## src/hdl/cprd_div.sv

```systemverilog
// ----------------------------------------------------------------------------
// cprd_div
// Pipelined restoring divider, one quotient bit per stage. The part of the
// numerator above the quotient bits must be below the divisor.
// ----------------------------------------------------------------------------
module cprd_div #(
  parameter int N_W = 31,
  parameter int D_W = 14,
  parameter int Q_W = 30
) (
  input  logic           clk_i,
  input  logic           en_i,
  input  logic [N_W-1:0] num_i,
  input  logic [D_W-1:0] den_i,
  output logic [Q_W-1:0] quo_o
);

  logic [D_W-1:0] rem_q [Q_W];
  logic [D_W-1:0] den_q [Q_W];
  logic [Q_W-1:0] low_q [Q_W];
  logic [Q_W-1:0] quo_q [Q_W];

  for (genvar k = 0; k < Q_W; k++) begin : g_stage
    logic [D_W-1:0] rem_s;
    logic [D_W-1:0] den_s;
    logic [Q_W-1:0] low_s;
    logic [Q_W-1:0] quo_s;
    logic [D_W:0]   trial;
    logic           ge;

    if (k == 0) begin : g_first
      assign rem_s = D_W'(num_i >> Q_W);
      assign den_s = den_i;
      assign low_s = num_i[Q_W-1:0];
      assign quo_s = '0;
    end else begin : g_next
      assign rem_s = rem_q[k-1];
      assign den_s = den_q[k-1];
      assign low_s = low_q[k-1];
      assign quo_s = quo_q[k-1];
    end

    assign trial = {rem_s, low_s[Q_W-1]};
    assign ge    = trial >= {1'b0, den_s};

    always_ff @(posedge clk_i) begin
      if (en_i) begin
        rem_q[k] <= ge ? D_W'(trial - {1'b0, den_s}) : D_W'(trial);
        den_q[k] <= den_s;
        low_q[k] <= low_s << 1;
        quo_q[k] <= {quo_s[Q_W-2:0], ge};
      end
    end
  end

  assign quo_o = quo_q[Q_W-1];

endmodule

```

## config.mk

```make
export PLATFORM = sky130hd
export DESIGN_NAME = cprd_div
export DESIGN_NICKNAME = d
export VERILOG_FILES = /design/src/hdl/cprd_div.sv
export SDC_FILE = /design/constraint.sdc
export NUM_CORES = 2
export LEC_CHECK = 0
export BUFFER_PORTS_ARGS = -buffer_cell sky130_fd_sc_hd__buf_2
export CAP_MARGIN = 30
export CORE_MARGIN = 5
export CORE_UTILIZATION = 50
export CTS_CLUSTER_SIZE = 20
export DETAILED_ROUTE_END_ITERATION = 7
export MAX_ROUTING_LAYER = met4
export PLACE_DENSITY_LB_ADDON = 0.3
export SLEW_MARGIN = 20
export SYNTH_ARGS = -nofsm -noshare
export SYNTH_HDL_FRONTEND = slang
export SYNTH_SLANG_ARGS = --single-unit
```

## constraint.sdc

```tcl
create_clock -name clk_i -period 2.5 [get_ports clk_i]
set_input_delay 0 -clock clk_i [delete_from_list [all_inputs] [get_ports clk_i]]
set_output_delay 0 -clock clk_i [all_outputs]
set_load 0.02 [all_outputs]
```

======== Word-level counts from Yosys, hierarchy flattened ========
Memories as Yosys holds them, arrays and structs flattened.
Cells that the tools add are included.
storage, ports and cells
  register bits ........................... 0
  logic and storage cells ................. 96
  latch bits .............................. 0
  output and inout bits ................... 30
  memories kept ........................... 4
  memory bits (read-only) ................. 0
  bits of input ports ..................... 47
  RAM bits ................................ 2610
cells by class
  shift operators ......................... 0
  $mul .................................... 0
  $lt $le $gt $ge ......................... 30
  bitwise operators ....................... 0
  mux-type cells .......................... 32
  div/mod/pow operators ................... 0
  eq/ne operators ......................... 0
  $add $sub $neg .......................... 30
  reductions and logical operators ........ 0
memory list
  memory  depth  bits a word  read ports  clocked after memory_dff  write ports  line  source
  quo_q   30     30           30          0                         30           21    logic [Q_W-1:0] quo_q [Q_W];
  low_q   30     29           29          0                         30           20    logic [Q_W-1:0] low_q [Q_W];
  den_q   30     14           29          0                         30           19    logic [D_W-1:0] den_q [Q_W];
  rem_q   30     14           29          0                         30           18    logic [D_W-1:0] rem_q [Q_W];
operator list
  operator                                      number
  greater-or-equal comparator 15 x 14 -> 1 bit  29
  2-to-1 mux 14 bit                             30
  subtractor 14 bit                             29
  greater-or-equal comparator 2 x 14 -> 1 bit   1
  subtractor 2 x 14 -> 14 bit                   1
  2-to-1 mux 1 bit                              2

======== Longest topological paths before layout ========
An unclocked memory read counts as a cell.
  depth after elaboration ................. 3
  depth in mapped cells ................... 12
  depth with buffers taken out ............ 11

======== Least setup slack after synthesis ========
No wires, ideal clock.
  path type ............................... reg-to-reg
  start ................................... mem low_q[15][28] (netlist name)
  end ..................................... mem rem_q[16][12] (data pin)
  path buffers ............................ 0
  arrival time ............................ 2.525 ns
  slack ................................... -0.285 ns
  period minus slack after synthesis ...... 2.785 ns
  setup time .............................. 0.260 ns
  required time ........................... 2.240 ns
  cell stages (with the launch flop) ...... 12
  cells stage by stage .................... edfxtp_1 > inv_1 > ha_1 > inv_1 > fa_1 > a211oi_1 > nor2_1 > or4_1 > a31oi_1 > o31ai_1 > xor2_1 > mux2_2
RTL lines
  what                line
  start: declaration  20
  end: declaration    18

==> impl_metrics.py <==
metrics = {
    "routing": {
        "antenna_left": 0,
        "wl_mm": 153,
        "dr_total_vias": 46454,
        "drtPass1Iterations": 5,
        "routed_via_density": 5.23,
        "wire_per_inst_um": 17.2,
        "drt_first_iter_violations": 2500,
        "drc": 0,
    },
    "layout": {
        "num-fill-cells": 10584,
        "fin_nets": 7210,
        "area_growth_pct": 30.7,
        "final_cell_area_mm2": 0.0998,
        "final_common_cell": "edfxtp_1",
        "diodes": 0,
        "drive_gt1_share_pct": 33.8,
        "final_cell_mix": "1,712 x edfxtp_1, 1,014 x buf_4, 478 x inv_1, 348 x ha_1, 258 x nor2_1",
    },
    "synth": {
        "ys_types": 88,
        "yosysWarnings": 0,
        "synth-edff-count": 1712,
        "synth_compound_area_share_pct": 8.76,
        "synth_cells": 5243,
        "synth-simple-area-share_pct": 5.73,
        "synthAdderAreaFrac_pct": 7.91,
        "synthArstFlopShare_pct": 0,
        "ys.flop_type": "edfxtp_1",
        "syn-num-nets": 5755,
        "synthesis.area_mm2": 0.0764,
        "synth_top_family_by_area": "compound AO/OA/AOI/OAI gates",
        "syn_avg_cell_area_um2": 14.6,
        "post_synth_xor_area_fraction_pct": 2.80,
        "synth-seq-area-share_pct": 67.3,
        "muxShareOfSynthArea_pct": 4.38,
        "ys_ff_latch": 1712,
    },
    "timing": {
        "tns_ps": -22880,
        "fin_crit_ps": 2820,
        "fin_crit_sh_pct": 113,
        "maxSlewHeadroom_pct": 44.6,
        "fin_skew_ps": 52.1,
        "rsz0062_at_grt": "yes",
        "fmax_mhz": 354,
        "setup_violations": 252,
        "final_hold_viol_count": 0,
        "tightest_slew_ps": 826,
        "drv_slew": 0,
        "fin_ws_ps": -324,
    },
    "global_route": {
        "grt_overflow": 0,
        "grt_pass1_vias": 47435,
        "grtUsageTotal_pct": 18.9,
        "antenna_found_initial": 1,
        "grt_max_degree": 132,
        "grt_pass1_wl_mm": 243,
    },
    "power_and_ir_drop": {
        "p_total_w": 0.118,
        "peakVddDrop_mv": 0.706,
        "p_per_area_mw_per_mm2": 1190,
        "p_leak_nw": 40.0,
    },
    "floorplanning": {
        "die_y_um": 401,
        "ioPinCount": 77,
        "placementRows": 143,
        "initial_core_util_pct": 50.3,
        "dieArea_mm2": 0.161,
        "core_area_mm2": 0.152,
        "fp.dieW_um": 401,
    },
    "worst_setup_path": {
        "regToRegSetupSlack_ps": -320,
        "cp_max_fo": 2,
        "critPathKind": "reg2reg",
        "startpoint_type": "flop",
        "critPathArrivalTime_ps": 3370,
        "end_kind": "flop",
        "cp.required_ps": 3040,
    },
    "clock_network": {
        "cts_buffer_depth": 3,
        "htree_levels": 4,
        "cts_num_sinks": 1712,
        "clkTransAtPathRegs_ps": 60,
        "root_buffer": "clkbuf_16",
        "clk_latency_ps": 820,
        "cts_tree": "yes",
        "cts_buffers": 179,
    },
    "status": {
        "outcome": "finished, violations left",
        "violations": "setup timing",
    },
    "min_path": {
        "hold_class": "in2reg",
    },
    "placed_design": {
        "placed_area_mm2": 0.0867,
        "dp_slack_ps": -310,
        "gp_congestion": 0.858,
        "place_hpwl_mm": 98.9,
        "io_buffers": 76,
    },
    "job": {
        "maxCapViolCount": 0,
    },
}
## worst max-delay path, cell delays in order (launching register included)
cell	delay (ps)
edfxtp_1	400
inv_2	100
ha_4	130
inv_2	40
fa_2	350
a211oi_2	260
o21ai_2	100
or4_4	510
a31o_4	240
a21oi_2	120
xnor2_1	80
mux2_4	250
## final timing paths
| check | start | end | cells past startpoint |
|---|---|---|---|
| max | low_q[27][28] | rem_q[28][10] | 11 |
| min | num_i[29] | rem_q[0][0] | 4 |
| max reg2reg | low_q[27][28] | rem_q[28][10] | 11 |
| min reg2reg | quo_q[2][189] | quo_q[2][220] | 0 |
## area by class of cell
cell class / instances / area [um2] / share of cell area, %
tap: 2030 / 2540 / 2.55
clock buffer: 215 / 4610 / 4.62
clock inverter: 115 / 1570 / 1.57
multi-input combinational: 2926 / 26400 / 26.5
sequential: 1712 / 51400 / 51.5
timing repair buffer: 1330 / 11200 / 11.2
inverter: 549 / 2060 / 2.07
## cells in the mapped netlist, drive strengths merged, types with 39 or more instances
cell type,n,area [um2]
a211oi,54,415
a21o,107,805
a21oi,253,1270
a31oi,44,282
edfxtp,1712,51400
ha,436,5460
inv,549,2060
mux2,266,3020
nand2,189,709
nand3,59,295
nand4,52,325
nor2,299,1120
nor2b,47,294
nor3,59,307
o21a,76,572
o21ai,221,1120
o21bai,39,293
xnor2,147,1290
xor2,97,850
## through the flow
stage,instances,util [%],hold WS [ps]
2_1_floorplan,5243,-,98.9
3_3_place_gp,8164,57.1,178
3_5_place_dp,8164,57.1,178
4_1_cts,8785,64.1,8.22
5_1_grt,8877,65.7,129
6_report,8877,65.7,157
## state kept, by name, summed over array words and instances (netlist names)
name	count
low_q	435
rem_q	406
den_q	406
quo_q	465
## cells by family after synthesis
family | count (synthesis)
DFF | 1712
muxes | 298
xor gates and xnor gates | 244
and+or+nand+nor | 895
AOI/OAI and AO/OA | 1020
buffers and inverters | 609
adders and majority gates | 465
## per-layer routing
layer | vias to the layer above | wire length (um) | global-route usage (%)
li1 | 22662 | - | -
met1 | 22647 | 66100 | 23.8
met3 | 318 | 5660 | 2.85
met2 | 827 | 76600 | 31.9
met4 | 0 | 4460 | 5.92
met5 | - | 0 | -
## what timing repair did
item	CTS	global route
setup endpoints to repair	349	394
hold buffers	91	0
pin swaps	189	215
buffers inserted	194	114
resized for setup	453	396
endpoints found under the hold margin	777	0
cloned	13	4
## where the power goes
group,switching [W],total [W],internal [W]
clock,0.0113,0.0272,0.0159
combinational,0.0222,0.0495,0.0272
sequential,0.00306,0.0418,0.0387
total,0.0366,0.118,0.0818
No activity file was read; power rests on OpenSTA's default activity.
